## src/emaf_pkg.sv

```systemverilog
package emaf_pkg;

  localparam int MODE_W     = 2;
  localparam int ALPHA_W    = 17;
  localparam int LEN_W      = 7;
  localparam int CFG_IDX_W  = 2;
  localparam int CFG_DATA_W = 17;
  localparam int OUT_W      = 24;

  localparam logic [ALPHA_W-1:0] ALPHA_ONE   = 17'h10000;
  localparam logic [ALPHA_W-1:0] ALPHA_RESET = 17'h10000;
  localparam logic [LEN_W-1:0]   LEN_RESET   = 7'd1;

  typedef enum logic [MODE_W-1:0] {
    MODE_PASS = 2'd0,
    MODE_EMA  = 2'd1,
    MODE_AVG  = 2'd2,
    MODE_ZERO = 2'd3
  } mode_t;

  typedef enum logic [CFG_IDX_W-1:0] {
    CFG_MODE   = 2'd0,
    CFG_ALPHA  = 2'd1,
    CFG_WINDOW = 2'd2
  } cfg_idx_t;

  // Effective configuration seen by the filter
  typedef struct packed {
    mode_t              mode;
    logic [ALPHA_W-1:0] alpha;
    logic [LEN_W-1:0]   len;
    logic               written;
  } cfg_t;

  typedef struct packed {
    logic load;
    logic prime;
    logic pass;
    logic zero;
    logic ma_read;
    logic ma_update;
    logic div_init;
    logic div_step;
    logic div_end;
    logic mul_init;
    logic mul_step;
    logic mul_end;
    logic publish;
  } dp_cmd_t;

  typedef struct packed {
    logic  prime_now;
    mode_t mode;
  } dp_sts_t;

endpackage

```

## src/emaf_ifs.sv

```systemverilog
interface emaf_in_if #(
  parameter int SAMPLE_BITS = 16
);
  logic                          valid;
  logic                          ready;
  logic signed [SAMPLE_BITS-1:0] sample;
  logic                          restart;

  modport source (output valid, output sample, output restart, input ready);
  modport sink   (input valid, input sample, input restart, output ready);
endinterface

interface emaf_out_if;
  logic                                 valid;
  logic                                 ready;
  logic signed [emaf_pkg::OUT_W-1:0]    filtered;

  modport source (output valid, output filtered, input ready);
  modport sink   (input valid, input filtered, output ready);
endinterface

interface emaf_cfg_if;
  logic                                valid;
  logic                                ready;
  logic [emaf_pkg::CFG_IDX_W-1:0]      index;
  logic [emaf_pkg::CFG_DATA_W-1:0]     data;

  modport source (output valid, output index, output data, input ready);
  modport sink   (input valid, input index, input data, output ready);
endinterface

```

## src/emaf_cfg.sv

```systemverilog
module emaf_cfg #(
  parameter int MAX_WINDOW = 64
) (
  input  logic            clk,
  input  logic            rst_n,
  emaf_cfg_if.sink        cfg_if,
  output emaf_pkg::cfg_t  cfg_o
);

  emaf_pkg::mode_t                  mode_r, mode_nxt;
  logic [emaf_pkg::ALPHA_W-1:0]     alpha_r, alpha_nxt;
  logic [emaf_pkg::LEN_W-1:0]       wlen_r, wlen_nxt;
  logic                             hit;

  assign cfg_if.ready = 1'b1;

  always_comb begin
    mode_nxt  = mode_r;
    alpha_nxt = alpha_r;
    wlen_nxt  = wlen_r;
    hit       = 1'b0;
    if (cfg_if.valid) begin
      unique case (cfg_if.index)
        emaf_pkg::CFG_MODE: begin
          mode_nxt = emaf_pkg::mode_t'(cfg_if.data[emaf_pkg::MODE_W-1:0]);
          hit      = 1'b1;
        end
        emaf_pkg::CFG_ALPHA: begin
          alpha_nxt = cfg_if.data[emaf_pkg::ALPHA_W-1:0];
          hit       = 1'b1;
        end
        emaf_pkg::CFG_WINDOW: begin
          wlen_nxt = cfg_if.data[emaf_pkg::LEN_W-1:0];
          hit      = 1'b1;
        end
        default: begin
          hit = 1'b0;
        end
      endcase
    end
  end

  always_ff @(posedge clk) begin
    if (!rst_n) begin
      mode_r  <= emaf_pkg::MODE_PASS;
      alpha_r <= emaf_pkg::ALPHA_RESET;
      wlen_r  <= emaf_pkg::LEN_RESET;
    end else begin
      mode_r  <= mode_nxt;
      alpha_r <= alpha_nxt;
      wlen_r  <= wlen_nxt;
    end
  end

  // Clamp alpha to 1.0 and the window to 1..MAX_WINDOW
  always_comb begin
    cfg_o.mode    = mode_r;
    cfg_o.alpha   = (alpha_r > emaf_pkg::ALPHA_ONE) ? emaf_pkg::ALPHA_ONE : alpha_r;
    if (wlen_r == '0) begin
      cfg_o.len = emaf_pkg::LEN_W'(1);
    end else if (32'(wlen_r) > 32'(MAX_WINDOW)) begin
      cfg_o.len = emaf_pkg::LEN_W'(MAX_WINDOW);
    end else begin
      cfg_o.len = wlen_r;
    end
    cfg_o.written = hit;
  end

endmodule

```

## src/emaf_ctrl.sv

```systemverilog
module emaf_ctrl #(
  parameter int SAMPLE_BITS = 16
) (
  input  logic                clk,
  input  logic                rst_n,
  input  logic                in_valid,
  output logic                in_ready,
  output logic                out_valid,
  input  logic                out_ready,
  input  emaf_pkg::dp_sts_t   sts,
  output emaf_pkg::dp_cmd_t   cmd
);

  localparam int DIV_ITERS = SAMPLE_BITS + emaf_pkg::LEN_W + 8;
  localparam int MUL_ITERS = emaf_pkg::ALPHA_W;
  localparam int CNT_W     = $clog2(DIV_ITERS);

  typedef enum logic [8:0] {
    S_IDLE     = 9'b000000001,
    S_EVAL     = 9'b000000010,
    S_MA_UPD   = 9'b000000100,
    S_DIV_INIT = 9'b000001000,
    S_DIV      = 9'b000010000,
    S_DIV_END  = 9'b000100000,
    S_MUL      = 9'b001000000,
    S_MUL_END  = 9'b010000000,
    S_FINISH   = 9'b100000000
  } state_t;

  state_t             state_r, state_nxt;
  logic [CNT_W-1:0]   cnt_r, cnt_nxt;
  logic               out_valid_r, out_valid_nxt;

  assign in_ready  = (state_r == S_IDLE);
  assign out_valid = out_valid_r;

  always_comb begin
    state_nxt     = state_r;
    cnt_nxt       = cnt_r;
    out_valid_nxt = out_valid_r && !out_ready;
    cmd           = '0;
    unique case (state_r)
      S_IDLE: begin
        if (in_valid) begin
          cmd.load  = 1'b1;
          state_nxt = S_EVAL;
        end
      end
      S_EVAL: begin
        if (sts.prime_now) begin
          cmd.prime = 1'b1;
          state_nxt = S_FINISH;
        end else begin
          unique case (sts.mode)
            emaf_pkg::MODE_PASS: begin
              cmd.pass  = 1'b1;
              state_nxt = S_FINISH;
            end
            emaf_pkg::MODE_ZERO: begin
              cmd.zero  = 1'b1;
              state_nxt = S_FINISH;
            end
            emaf_pkg::MODE_EMA: begin
              cmd.mul_init = 1'b1;
              cnt_nxt      = CNT_W'(MUL_ITERS - 1);
              state_nxt    = S_MUL;
            end
            emaf_pkg::MODE_AVG: begin
              cmd.ma_read = 1'b1;
              state_nxt   = S_MA_UPD;
            end
          endcase
        end
      end
      S_MA_UPD: begin
        cmd.ma_update = 1'b1;
        state_nxt     = S_DIV_INIT;
      end
      S_DIV_INIT: begin
        cmd.div_init = 1'b1;
        cnt_nxt      = CNT_W'(DIV_ITERS - 1);
        state_nxt    = S_DIV;
      end
      S_DIV: begin
        cmd.div_step = 1'b1;
        if (cnt_r == '0) begin
          state_nxt = S_DIV_END;
        end else begin
          cnt_nxt = cnt_r - CNT_W'(1);
        end
      end
      S_DIV_END: begin
        cmd.div_end = 1'b1;
        state_nxt   = S_FINISH;
      end
      S_MUL: begin
        cmd.mul_step = 1'b1;
        if (cnt_r == '0) begin
          state_nxt = S_MUL_END;
        end else begin
          cnt_nxt = cnt_r - CNT_W'(1);
        end
      end
      S_MUL_END: begin
        cmd.mul_end = 1'b1;
        state_nxt   = S_FINISH;
      end
      S_FINISH: begin
        // hold the result until the output slot is free
        if (!out_valid_r || out_ready) begin
          cmd.publish   = 1'b1;
          out_valid_nxt = 1'b1;
          state_nxt     = S_IDLE;
        end
      end
      default: begin
        state_nxt = S_IDLE;
      end
    endcase
  end

  always_ff @(posedge clk) begin
    if (!rst_n) begin
      state_r     <= S_IDLE;
      cnt_r       <= '0;
      out_valid_r <= 1'b0;
    end else begin
      state_r     <= state_nxt;
      cnt_r       <= cnt_nxt;
      out_valid_r <= out_valid_nxt;
    end
  end

endmodule

```

## src/emaf_dp.sv

```systemverilog
module emaf_dp #(
  parameter int MAX_WINDOW  = 64,
  parameter int SAMPLE_BITS = 16
) (
  input  logic                               clk,
  input  logic                               rst_n,
  input  emaf_pkg::cfg_t                     cfg,
  input  emaf_pkg::dp_cmd_t                  cmd,
  output emaf_pkg::dp_sts_t                  sts,
  input  logic signed [SAMPLE_BITS-1:0]      in_sample,
  input  logic                               in_restart,
  output logic signed [emaf_pkg::OUT_W-1:0]  out_filtered
);

  localparam int LEN_W = emaf_pkg::LEN_W;
  localparam int OUT_W = emaf_pkg::OUT_W;
  localparam int IDX_W = (MAX_WINDOW > 1) ? $clog2(MAX_WINDOW) : 1;
  localparam int SUM_W = SAMPLE_BITS + LEN_W;
  localparam int NUM_W = SUM_W + 8;
  localparam int SV_W  = SAMPLE_BITS + 16;
  localparam int P_W   = SV_W + 19;
  localparam int XW_W  = SAMPLE_BITS + OUT_W;

  logic signed [SAMPLE_BITS-1:0]  x_r;
  logic                           restart_r;
  logic                           prime_pending_r;
  logic signed [SAMPLE_BITS-1:0]  fill_r;
  logic signed [SUM_W-1:0]        sum_r;
  logic signed [SV_W-1:0]         sv_r;
  logic [IDX_W-1:0]               newest_r;
  logic [IDX_W-1:0]               next_r;
  logic [LEN_W-1:0]               rewritten_r;
  logic signed [SAMPLE_BITS-1:0]  rd_r;
  logic signed [SAMPLE_BITS-1:0]  store [MAX_WINDOW];

  logic [LEN_W-1:0]               rem_r;
  logic [NUM_W-1:0]               numq_r;
  logic                           neg_r;

  logic signed [P_W-1:0]          acc_r;
  logic signed [P_W-1:0]          d_r;
  logic [emaf_pkg::ALPHA_W-1:0]   a_r;

  logic signed [OUT_W-1:0]        res_r;
  logic signed [OUT_W-1:0]        out_r;

  // combinational helpers
  logic [IDX_W-1:0]               nxt_idx;
  logic signed [XW_W-1:0]         x_wide;
  logic signed [OUT_W-1:0]        x_res;
  logic signed [SUM_W-1:0]        prime_sum;
  logic signed [SAMPLE_BITS-1:0]  old_v;
  logic signed [SUM_W-1:0]        sum_nxt;
  logic signed [NUM_W-1:0]        num;
  logic [LEN_W:0]                 trial;
  logic [LEN_W:0]                 trial_diff;
  logic                           trial_ge;
  logic signed [NUM_W:0]          quot;
  logic signed [SV_W:0]           ema_diff;
  logic signed [SV_W-1:0]         ema_sv;
  logic signed [SV_W+8:0]         ema_rnd;

  assign sts.prime_now = prime_pending_r || restart_r;
  assign sts.mode      = cfg.mode;
  assign out_filtered  = out_r;

  assign nxt_idx = (32'(newest_r) + 32'd1 == 32'(cfg.len)) ? '0 : newest_r + IDX_W'(1);

  assign x_wide    = XW_W'(x_r);
  assign x_res     = {x_wide[OUT_W-9:0], 8'h00};
  assign prime_sum = SUM_W'(x_r) * $signed(SUM_W'({1'b0, cfg.len}));

  // entries not rewritten since the last prime read as the fill value
  assign old_v   = (32'(next_r) < 32'(rewritten_r)) ? rd_r : fill_r;
  assign sum_nxt = sum_r + SUM_W'(x_r) - SUM_W'(old_v);
  assign num     = $signed({sum_r, 8'h00});

  assign trial      = {rem_r, numq_r[NUM_W-1]};
  assign trial_ge   = (trial >= {1'b0, cfg.len});
  assign trial_diff = trial - {1'b0, cfg.len};
  assign quot       = neg_r ? -$signed({1'b0, numq_r}) : $signed({1'b0, numq_r});

  assign ema_diff = $signed({x_r, 16'h0000}) - sv_r;
  assign ema_sv   = acc_r[SV_W+15:16];
  assign ema_rnd  = (SV_W+9)'(ema_sv) + (SV_W+9)'(128);

  always_ff @(posedge clk) begin
    if (!rst_n) begin
      prime_pending_r <= 1'b1;
      fill_r          <= '0;
      sum_r           <= '0;
      sv_r            <= '0;
      newest_r        <= '0;
      rewritten_r     <= '0;
    end else begin
      if (cfg.written) begin
        prime_pending_r <= 1'b1;
      end
      if (cmd.prime) begin
        prime_pending_r <= 1'b0;
        fill_r          <= x_r;
        sum_r           <= prime_sum;
        sv_r            <= {x_r, 16'h0000};
        newest_r        <= IDX_W'(32'(cfg.len) - 32'd1);
        rewritten_r     <= '0;
      end
      if (cmd.pass) begin
        sv_r <= {x_r, 16'h0000};
      end
      if (cmd.zero) begin
        sv_r <= '0;
      end
      if (cmd.ma_update) begin
        sum_r    <= sum_nxt;
        newest_r <= next_r;
        if (32'(rewritten_r) < 32'(cfg.len)) begin
          rewritten_r <= rewritten_r + LEN_W'(1);
        end
      end
      if (cmd.div_end) begin
        sv_r <= {quot[SV_W-9:0], 8'h00};
      end
      if (cmd.mul_end) begin
        sv_r <= ema_sv;
      end
    end
  end

  // ring store: one write and one registered read port
  always_ff @(posedge clk) begin
    if (cmd.ma_update) begin
      store[next_r] <= x_r;
    end
    if (cmd.ma_read) begin
      rd_r <= store[nxt_idx];
    end
  end

  always_ff @(posedge clk) begin
    if (cmd.load) begin
      x_r       <= in_sample;
      restart_r <= in_restart;
    end
    if (cmd.ma_read) begin
      next_r <= nxt_idx;
    end

    // restoring divide of |sum*256| by the window length
    if (cmd.div_init) begin
      neg_r  <= sum_r[SUM_W-1];
      numq_r <= sum_r[SUM_W-1] ? NUM_W'(-num) : NUM_W'(num);
      rem_r  <= '0;
    end
    if (cmd.div_step) begin
      rem_r  <= trial_ge ? trial_diff[LEN_W-1:0] : trial[LEN_W-1:0];
      numq_r <= {numq_r[NUM_W-2:0], trial_ge};
    end

    // shift-add multiply, alpha LSB first; seed with y*65536 plus half an LSB
    if (cmd.mul_init) begin
      acc_r <= P_W'($signed({sv_r, 16'h8000}));
      d_r   <= P_W'(ema_diff);
      a_r   <= cfg.alpha;
    end
    if (cmd.mul_step) begin
      if (a_r[0]) begin
        acc_r <= acc_r + d_r;
      end
      d_r <= d_r <<< 1;
      a_r <= a_r >> 1;
    end

    if (cmd.prime || cmd.pass) begin
      res_r <= x_res;
    end
    if (cmd.zero) begin
      res_r <= '0;
    end
    if (cmd.div_end) begin
      res_r <= quot[OUT_W-1:0];
    end
    if (cmd.mul_end) begin
      res_r <= ema_rnd[OUT_W+7:8];
    end
    if (cmd.publish) begin
      out_r <= res_r;
    end
  end

endmodule

```

## src/ema_or_moving_average_filter.sv

```systemverilog
// Signed-sample smoothing filter with four modes: pass-through, first-order
// low-pass (y = a*x + (1-a)*y, alpha in Q1.16), moving average over 1 to
// MAX_WINDOW samples, and constant zero; each accepted word yields exactly
// one Q16.8 result word. Reset, any write to a defined config register, or a
// word with restart set primes the filter: that word comes out unchanged and
// seeds both the low-pass state and the whole averaging window. Words are
// handled one at a time. The moving average runs a restoring divider that
// retires one quotient bit per cycle; the low-pass runs a 17-step shift-add
// multiplier; pass-through, zero and priming words need neither.
// A finished word waits in the output register while the next word is taken.
// The config port is always ready; write it only while the filter is idle.
// The window ring needs no clearing pass after reset.
module ema_or_moving_average_filter #(
  parameter int MAX_WINDOW  = 64,
  parameter int SAMPLE_BITS = 16
) (
  input  logic         clk,
  input  logic         rst_n,
  emaf_in_if.sink      in_if,
  emaf_out_if.source   out_if,
  emaf_cfg_if.sink     cfg_if
);

  emaf_pkg::cfg_t     cfg;
  emaf_pkg::dp_cmd_t  cmd;
  emaf_pkg::dp_sts_t  sts;

  // config registers, clamped to their legal ranges
  emaf_cfg #(
    .MAX_WINDOW (MAX_WINDOW)
  ) u_cfg (
    .clk    (clk),
    .rst_n  (rst_n),
    .cfg_if (cfg_if),
    .cfg_o  (cfg)
  );

  // sequencer: picks the mode path, counts divider and multiplier steps,
  // and owns the output word's valid flag
  emaf_ctrl #(
    .SAMPLE_BITS (SAMPLE_BITS)
  ) u_ctrl (
    .clk       (clk),
    .rst_n     (rst_n),
    .in_valid  (in_if.valid),
    .in_ready  (in_if.ready),
    .out_valid (out_if.valid),
    .out_ready (out_if.ready),
    .sts       (sts),
    .cmd       (cmd)
  );

  // filter state, window ring, serial divider and multiplier
  emaf_dp #(
    .MAX_WINDOW  (MAX_WINDOW),
    .SAMPLE_BITS (SAMPLE_BITS)
  ) u_dp (
    .clk          (clk),
    .rst_n        (rst_n),
    .cfg          (cfg),
    .cmd          (cmd),
    .sts          (sts),
    .in_sample    (in_if.sample),
    .in_restart   (in_if.restart),
    .out_filtered (out_if.filtered)
  );

endmodule

```

## src/flat_wrapper.sv

```systemverilog
// flat-port wrapper written by rule: the top's interface ports become plain ports
module ema_or_moving_average_filter_flat 
#(
  parameter int MAX_WINDOW  = 64,
  parameter int SAMPLE_BITS = 16
)
  (clk, rst_n, in_if_valid, in_if_sample, in_if_restart, in_if_ready, out_if_valid, out_if_filtered, out_if_ready, cfg_if_valid, cfg_if_index, cfg_if_data, cfg_if_ready);
  emaf_in_if #(.SAMPLE_BITS(SAMPLE_BITS)) in_if_i ();
  emaf_out_if out_if_i ();
  emaf_cfg_if cfg_if_i ();
  input  logic clk;
  input  logic rst_n;
  input wire logic [$bits(in_if_i.valid)-1:0] in_if_valid;
  input wire logic [$bits(in_if_i.sample)-1:0] in_if_sample;
  input wire logic [$bits(in_if_i.restart)-1:0] in_if_restart;
  output wire logic [$bits(in_if_i.ready)-1:0] in_if_ready;
  output wire logic [$bits(out_if_i.valid)-1:0] out_if_valid;
  output wire logic [$bits(out_if_i.filtered)-1:0] out_if_filtered;
  input wire logic [$bits(out_if_i.ready)-1:0] out_if_ready;
  input wire logic [$bits(cfg_if_i.valid)-1:0] cfg_if_valid;
  input wire logic [$bits(cfg_if_i.index)-1:0] cfg_if_index;
  input wire logic [$bits(cfg_if_i.data)-1:0] cfg_if_data;
  output wire logic [$bits(cfg_if_i.ready)-1:0] cfg_if_ready;
  assign in_if_i.valid = in_if_valid;
  assign in_if_i.sample = in_if_sample;
  assign in_if_i.restart = in_if_restart;
  assign in_if_ready = in_if_i.ready;
  assign out_if_valid = out_if_i.valid;
  assign out_if_filtered = out_if_i.filtered;
  assign out_if_i.ready = out_if_ready;
  assign cfg_if_i.valid = cfg_if_valid;
  assign cfg_if_i.index = cfg_if_index;
  assign cfg_if_i.data = cfg_if_data;
  assign cfg_if_ready = cfg_if_i.ready;
  ema_or_moving_average_filter #(.MAX_WINDOW(MAX_WINDOW), .SAMPLE_BITS(SAMPLE_BITS)) u_core (.clk(clk), .rst_n(rst_n), .in_if(in_if_i), .out_if(out_if_i), .cfg_if(cfg_if_i));
endmodule
```

## config.mk

```make
export PLATFORM = sky130hd
export DESIGN_NAME = ema_or_moving_average_filter_flat
export DESIGN_NICKNAME = d
export VERILOG_FILES = /design/src/emaf_pkg.sv /design/src/emaf_ifs.sv /design/src/emaf_cfg.sv /design/src/emaf_ctrl.sv /design/src/emaf_dp.sv /design/src/ema_or_moving_average_filter.sv /design/src/flat_wrapper.sv
export SDC_FILE = /design/constraint.sdc
export NUM_CORES = 2
export LEC_CHECK = 0
export ABC_AREA = 1
export BUFFER_PORTS_ARGS = -buffer_cell sky130_fd_sc_hd__buf_2
export CORE_MARGIN = 3
export CORE_UTILIZATION = 65
export DETAILED_ROUTE_END_ITERATION = 7
export PLACE_DENSITY_LB_ADDON = 0.12
export SLEW_MARGIN = 20
export SYNTH_ARGS = -nofsm -noshare
export SYNTH_HDL_FRONTEND = slang
export SYNTH_SLANG_ARGS = --single-unit
```

## constraint.sdc

```tcl
create_clock -name clk -period 17.2 [get_ports clk]
set_input_delay 1.72 -clock clk [delete_from_list [all_inputs] [get_ports clk]]
set_output_delay 1.72 -clock clk [all_outputs]
set_load 0.01 [all_outputs]
```

# Yosys cells after proc, flatten, opt, wreduce, memory -nomap -nowiden
# Memories as Yosys holds them, arrays and structs flattened. A register that Yosys moved wholly into a read port is not among the register bits.
# Cells that the tools add are included.
[word_totals] ff_bits=355 ramBits=1024 input_bits=41 out_inout_bits=27 elab_cells=166 memories=1
[op_classes] n_addsub=13 multipliers=1 order_cmp=5 n_eq_ne=22 muxes=73 n_reduce_logical=26
[mem_list] name="u_core.u_dp.store" depth=64 width=16 read_ports=1 rd_clocked_by_memory_dff=1 write_ports=1 line_no="emaf_dp.sv:34" source="logic signed [SAMPLE_BITS-1:0] store [MAX_WINDOW];"
[ops] operator="51-bit two-way mux" n=5
[ops] operator="32-bit two-way mux" n=5
[ops] operator="24-bit two-way mux" n=5
[ops] operator="31-bit two-way mux" n=3
[ops] operator="9-bit one-hot mux with 8 select lines" n=1
[ops] operator="7-bit two-way mux" n=8
[ops] operator="51-bit adder" n=1
[ops] operator="16-bit two-way mux" n=3
[ops] operator="23-bit two-way mux" n=2
[ops] operator="9-bit two-way mux" n=5
[ops] operator="32-bit by 32-bit subtractor with 33-bit output" n=1
[ops] operator="32-bit by 9-bit adder with 32-bit output, second input constant" n=1
[ops] operator="31-bit negator" n=1
[ops] operator="9-bit one-hot mux with 3 select lines" n=1
[ops] operator="1-bit two-way mux" n=25
[ops] operator="24-bit negator" n=1
[ops] operator="23-bit by 16-bit adder with 23-bit output" n=1
[ops] operator="16-bit by 8-bit multiplier with 23-bit output" n=1
[ops] operator="23-bit by 16-bit subtractor with 23-bit output" n=1
[ops] operator="6-bit two-way mux" n=3
[ops] operator="17-bit greater-than comparator, second input constant" n=1
[ops] operator="17-bit two-way mux" n=1
[ops] operator="5-bit two-way mux" n=3
[ops] operator="5-bit one-hot mux with 3 select lines" n=1
[ops] operator="40 further kinds" n=60

# Longest topological paths before layout
[logic_depth] ltp_word=9 mapped_depth=27

# Hierarchy
# From an unflattened synthesis, not the netlist that was laid out.
[hier_totals] cells_unflattened=7832 hier_area_um2=72781.1
[by_module_without_submodules] mod="emaf_dp" n_inst=1 cells_each=7457 area_each_um2=70253.6 seq_area_each_um2=39127.5
[by_module_without_submodules] mod="emaf_ctrl" n_inst=1 cells_each=204 area_each_um2=1292.5 seq_area_each_um2=300.3
[by_module_without_submodules] mod="emaf_cfg" n_inst=1 cells_each=171 area_each_um2=1234.9 seq_area_each_um2=520.5

# Least setup slack after synthesis
# OpenSTA, ideal clock, no wires.
[synth_path] kind="register to register" from="register u_core.u_dp.x_r[15]" to="register u_core.u_dp.sum_r[22]" arrival_time_ns=5.936 path_slack_ns=11.206 stages_incl_launch_ff=19 n_path_buf=0 synth_period_minus_slack_ns=5.994 cell_sequence="edfxtp_1 > clkinv_1 > nor2_1 > fa_1 > inv_1 > fa_1 > fa_1 > fa_1 > inv_1 > ha_1 > nand2_1 > nor4_1 > nand4_1 > nand3_1 > a21oi_1 > o21a_1 > o21ai_0 > o211ai_1 > inv_1"
[synth_via] elab_chain_cells=3
[synth_lines] element="start: declaration" line_no="emaf_dp.sv:24" source="logic signed [SAMPLE_BITS-1:0] x_r;"
[synth_lines] element="start signal: assignment" line_no="emaf_dp.sv:141" source="x_r <= in_sample;"
[synth_lines] element="16-bit by 8-bit multiplier with 23-bit output / 23-bit by 16-bit adder with 23-bit output (equally long branches)" line_no="emaf_dp.sv:71, emaf_dp.sv:75"
[synth_lines] element="23-bit two-way mux / 23-bit by 16-bit subtractor with 23-bit output (equally long branches)" line_no="emaf_dp.sv:99, emaf_dp.sv:75"
[synth_lines] element="23-bit two-way mux (*)" line_no="emaf_dp.sv:113" source="if (cmd.ma_update) begin"
[synth_lines] element="end signal: assignment" line_no="emaf_dp.sv:102" source="sum_r <= prime_sum;"
[synth_lines] element="end signal: assignment" line_no="emaf_dp.sv:114" source="sum_r <= sum_nxt;"
[synth_lines] element="end: declaration" line_no="emaf_dp.sv:28" source="logic signed [SUM_W-1:0] sum_r;"
# Mark *: on every way between the ends. The rest lies on a longest branch, timed or not. The select of a mux whose other input is x is not followed.
# A chain may end at the register's enable or synchronous reset.

# Worst setup path in the final report
[layout_path] from="register u_core.u_cfg.wlen_r[6] (netlist name)" to="register u_core.u_dp.rd_r[6], read port of u_core.u_dp.store, data pin"
[layout_via] elab_chain_cells=5
[layout_lines] element="start: declaration" line_no="emaf_cfg.sv:12" source="logic [emaf_pkg::LEN_W-1:0] wlen_r, wlen_nxt;"
[layout_lines] element="start signal: assignment" line_no="emaf_cfg.sv:47" source="wlen_r <= emaf_pkg::LEN_RESET;"
[layout_lines] element="start signal: assignment" line_no="emaf_cfg.sv:51" source="wlen_r <= wlen_nxt;"
[layout_lines] element="7-bit greater-than comparator" line_no="emaf_cfg.sv:61" source="end else if (32'(wlen_r) > 32'(MAX_WINDOW)) begin"
[layout_lines] element="7-bit two-way mux" line_no="emaf_cfg.sv:61"
[layout_lines] element="7-bit two-way mux (*)" line_no="emaf_cfg.sv:59" source="if (wlen_r == '0) begin"
[layout_lines] element="7-bit == test (*)" line_no="emaf_dp.sv:67" source="assign nxt_idx = (32'(newest_r) + 32'd1 == 32'(cfg.len)) ? '0 : newest_r + IDX_W'(1);"
[layout_lines] element="6-bit two-way mux (*)" line_no="emaf_dp.sv:67"
[layout_lines] element="end: declaration" line_no="emaf_dp.sv:33" source="logic signed [SAMPLE_BITS-1:0] rd_r;"
# Mark *: on every way between the ends. The rest lies on a longest branch, timed or not.

==> flow_summary.json <==
{
  "n_fill_cell": 8114,
  "postCtsSetupBuffers": 0,
  "final_cell_mix": "1260 x nand2_1, 1247 x nand3_1, 1213 x edfxtp_1, 1191 x inv_1, 420 x nor2_1",
  "yosysWarnings": 0,
  "cts.sinks": 1389,
  "finalCritPeriodShare": 0.397,
  "cp-end-kind": "flip-flop",
  "first_pass_iters": 6,
  "synth_adder_area_share": 0.0589,
  "grt_max_degree": 214,
  "reg2regPathDepth": 18,
  "cts-root-buf": "clkbuf_16",
  "dominantRegCellSynth": "edfxtp_1",
  "syn_area_sq_um": 71800,
  "crit_buf_inv": 4,
  "path_cells": "inv_2, nand2_1, inv_2, nand2_1, nand2_1, nand3b_1, nor2_1, nand2_8, nand2_8, buf_12, buf_4, nand2_1, nand3_1, nand3_1, nand3_1, nand3_1, nand3_1, nand2_1",
  "crit_path_max_incr_delay_ns": 0.99,
  "post_drt_wl_per_cell_um": 22.4,
  "skew_ns": 0.0272,
  "synth_cell_types": 59,
  "whs_path_depth": 0,
  "dp_hpwl_mm": 124,
  "final_common_cell": "nand2_1",
  "hold_start": "u_core.u_dp.res_r[20]$_DFFE_PP_",
  "cp.depth": 18,
  "cp-startpoint": "u_core.u_cfg.wlen_r[6]$_SDFFE_PN0P_",
  "cts_resized": 0,
  "worst_pin_slew_ns": 1.13,
  "ant_nets": 0,
  "synth_compound_area_frac": 0.0614,
  "worst-setup-path-type": "reg -> reg",
  "r2r_start": "u_core.u_cfg.wlen_r[6]$_SDFFE_PN0P_",
  "overflow": 0,
  "std_cell_rows": 121,
  "initial_core_util": 0.658,
  "finalSetupViolations": 0,
  "fp.dieW_um": 338,
  "top_layer_used": "met5",
  "rsz0062_at_grt": "no",
  "numCtsBuffers": 144,
  "cts_max_level": 4,
  "drv_slew": 0,
  "max_freq_ghz": 0.146,
  "ys_ff_latch": 1389,
  "p_leak_nw": 32.2,
  "drc": 0,
  "power.density_nw_per_um2": 101,
  "ios": 68,
  "final_layout_size_suffix_gt1_frac": 0.0593,
  "wl_met1_mm": 80.6,
  "fp.dieH_um": 338,
  "cts_buffer_depth": 3,
  "synth_cells": 7560,
  "synth_nets": 7874,
  "maxSlewHeadroom": 0.246,
  "clk_latency_ns": 0.78,
  "hold_class": "reg -> reg",
  "synth_area_leaders": "edfxtp_1 51%, nand3_1 8.7%, nand2_1 6.6%",
  "synthToLayoutAreaGrowth_pct": 8.41,
  "die-area_sq_um": 114000,
  "synth_top_family_by_area": "simple AND/OR/NAND/NOR gates",
  "io_buffers": 66,
  "whs_ns": 0.415,
  "final-hold-violation-count": 0,
  "grt_pass1_vias": 52800,
  "cp_max_fo": 196,
  "period_needed_ns": 6.83,
  "synthXorXnorAreaFrac": 0.0101,
  "vias": 55700,
  "cp_slowest_cell": "buf_4",
  "cts_tree": "built",
  "avgSynthCellArea_sq_um": 9.49,
  "synth_enable_flop_cells": 1213,
  "grt_pass1_wl_mm": 311,
  "crit_arrival_ns": 7.34,
  "synthArstFlopShare": 0,
  "required_ns": 17.71,
  "nNetsFinal": 7844,
  "yosys.area.top_type": "edfxtp_1",
  "fin_setup_tns_ns": 0,
  "core-area_sq_um": 109000,
  "antenna_found_initial": 7,
  "grtUsageTotal": 0.353,
  "drv_cap": 0,
  "muxShareOfSynthArea": 0,
  "viasPerCell": 6.11,
  "ys_seq_area_frac": 0.557,
  "status": "complete, no violations",
  "drt_iter0_markers": 7363,
  "wirelength_mm": 204,
  "ir_drop_v": 0.000103,
  "critPathTopFamily": "simple AND/OR/NAND/NOR gates",
  "clkTransAtPathRegs_ns": 0.06,
  "globalplace.congestion": 0.947,
  "start_kind": "flip-flop",
  "yosys.area_share.simple": 0.224,
  "holdBufCountCts": 0,
  "dr_wl_met2_mm": 89.3,
  "wl_met3_mm": 24.6,
  "synth_top_area_share": 0.508
}
[cell type report]
| class | count | area [sq um] | area share |
|---|---|---|---|
| multi-input combinational | 4585 | 25600 | 0.328 |
| sequential | 1389 | 39900 | 0.513 |
| clock inverter | 63 | 687 | 0.00883 |
| timing repair buffer | 190 | 1300 | 0.0167 |
| inverter | 1220 | 4600 | 0.0591 |
| tap | 1476 | 1850 | 0.0237 |
| clock buffer | 196 | 3870 | 0.0497 |
| antenna | 2 | 5.00 | 0.0000643 |
[metrics by stage]
stage	setup slack, ns	cell area [sq um]	cells	util	power (mW)
finish	10.37	77800	9121	0.713	7.86
CTS	10.53	77800	9119	0.713	7.86
floorplan	11.21	71800	7560	-	4.58
global route	9.94	77800	9119	0.713	8.14
global placement	10.67	73200	8860	0.671	4.84
detailed placement	10.54	73200	8860	0.671	4.86
[final timing paths]
path	endpoint	slack, ns
max reg2reg	u_core.u_dp.rd_r[6]$_DFFE_PP_	10.37
max	u_core.u_dp.rd_r[6]$_DFFE_PP_	10.37
min reg2reg	u_core.u_dp.out_filtered[20]$_DFFE_PP_	0.41
min	u_core.u_dp.out_filtered[20]$_DFFE_PP_	0.41
[state kept, by name (all words and copies together), names as in the netlist, 2 cells and up]
| signal | count |
|---|---|
| u_core.u_dp.res_r | 24 |
| u_core.u_dp.out_filtered | 24 |
| u_core.u_dp.newest_r | 6 |
| u_core.u_dp.rem_r | 7 |
| u_core.u_dp.x_r | 16 |
| u_core.u_dp.fill_r | 16 |
| u_core.u_cfg.wlen_r | 7 |
| u_core.u_cfg.mode_r | 2 |
| u_core.u_dp.sv_r | 32 |
| u_core.u_ctrl.state_r | 9 |
| u_core.u_cfg.alpha_r | 17 |
| u_core.u_dp.rewritten_r | 7 |
| u_core.u_dp.d_r | 48 |
| u_core.u_ctrl.cnt_r | 5 |
| u_core.u_dp.acc_r | 48 |
| u_core.u_dp.rd_r | 16 |
| u_core.u_dp.store | 1024 |
| u_core.u_dp.sum_r | 23 |
| u_core.u_dp.numq_r | 31 |
| u_core.u_dp.a_r | 17 |
| u_core.u_dp.next_r | 6 |
[per-layer routing]
layer	GRT usage	vias to the layer above
met5	0	-
met4	0.157	2
met3	0.0772	549
met2	0.527	3271
met1	0.500	26500
li1	-	25400
[logic make-up after synthesis]
group | Yosys count
buffers and inverters | 1586
AOI/OAI and AO/OA | 796
other | 1
DFF | 1389
and+or+nand+nor | 3432
adders and majority gates | 273
xor gates and xnor gates | 83
[cells in the mapped netlist (all sizes together) (14+ instances only)]
cell type / number
nor4: 16
fa: 108
a21o: 19
nand2: 1271
nand3: 1248
a31oi: 38
nor3: 53
nor2: 438
a21oi: 289
xor2: 55
buf: 256
dfxtp: 176
inv: 1212
nand3b: 357
o21ai: 336
edfxtp: 1213
o31ai: 14
nand4: 30
clkbuf: 110
xnor2: 28
o211ai: 15
o21a: 15
ha: 165
[report_power, final]
part           internal, mW  switching, mW  leakage (nW)  total, mW
sequential             3.70         0.0157          12.3       3.72
clock                  1.71           1.33          2.21       3.04
combinational         0.311          0.790          17.7       1.10
total                  5.73           2.13          32.2       7.86
No activity file was read; power rests on OpenSTA's default activity.
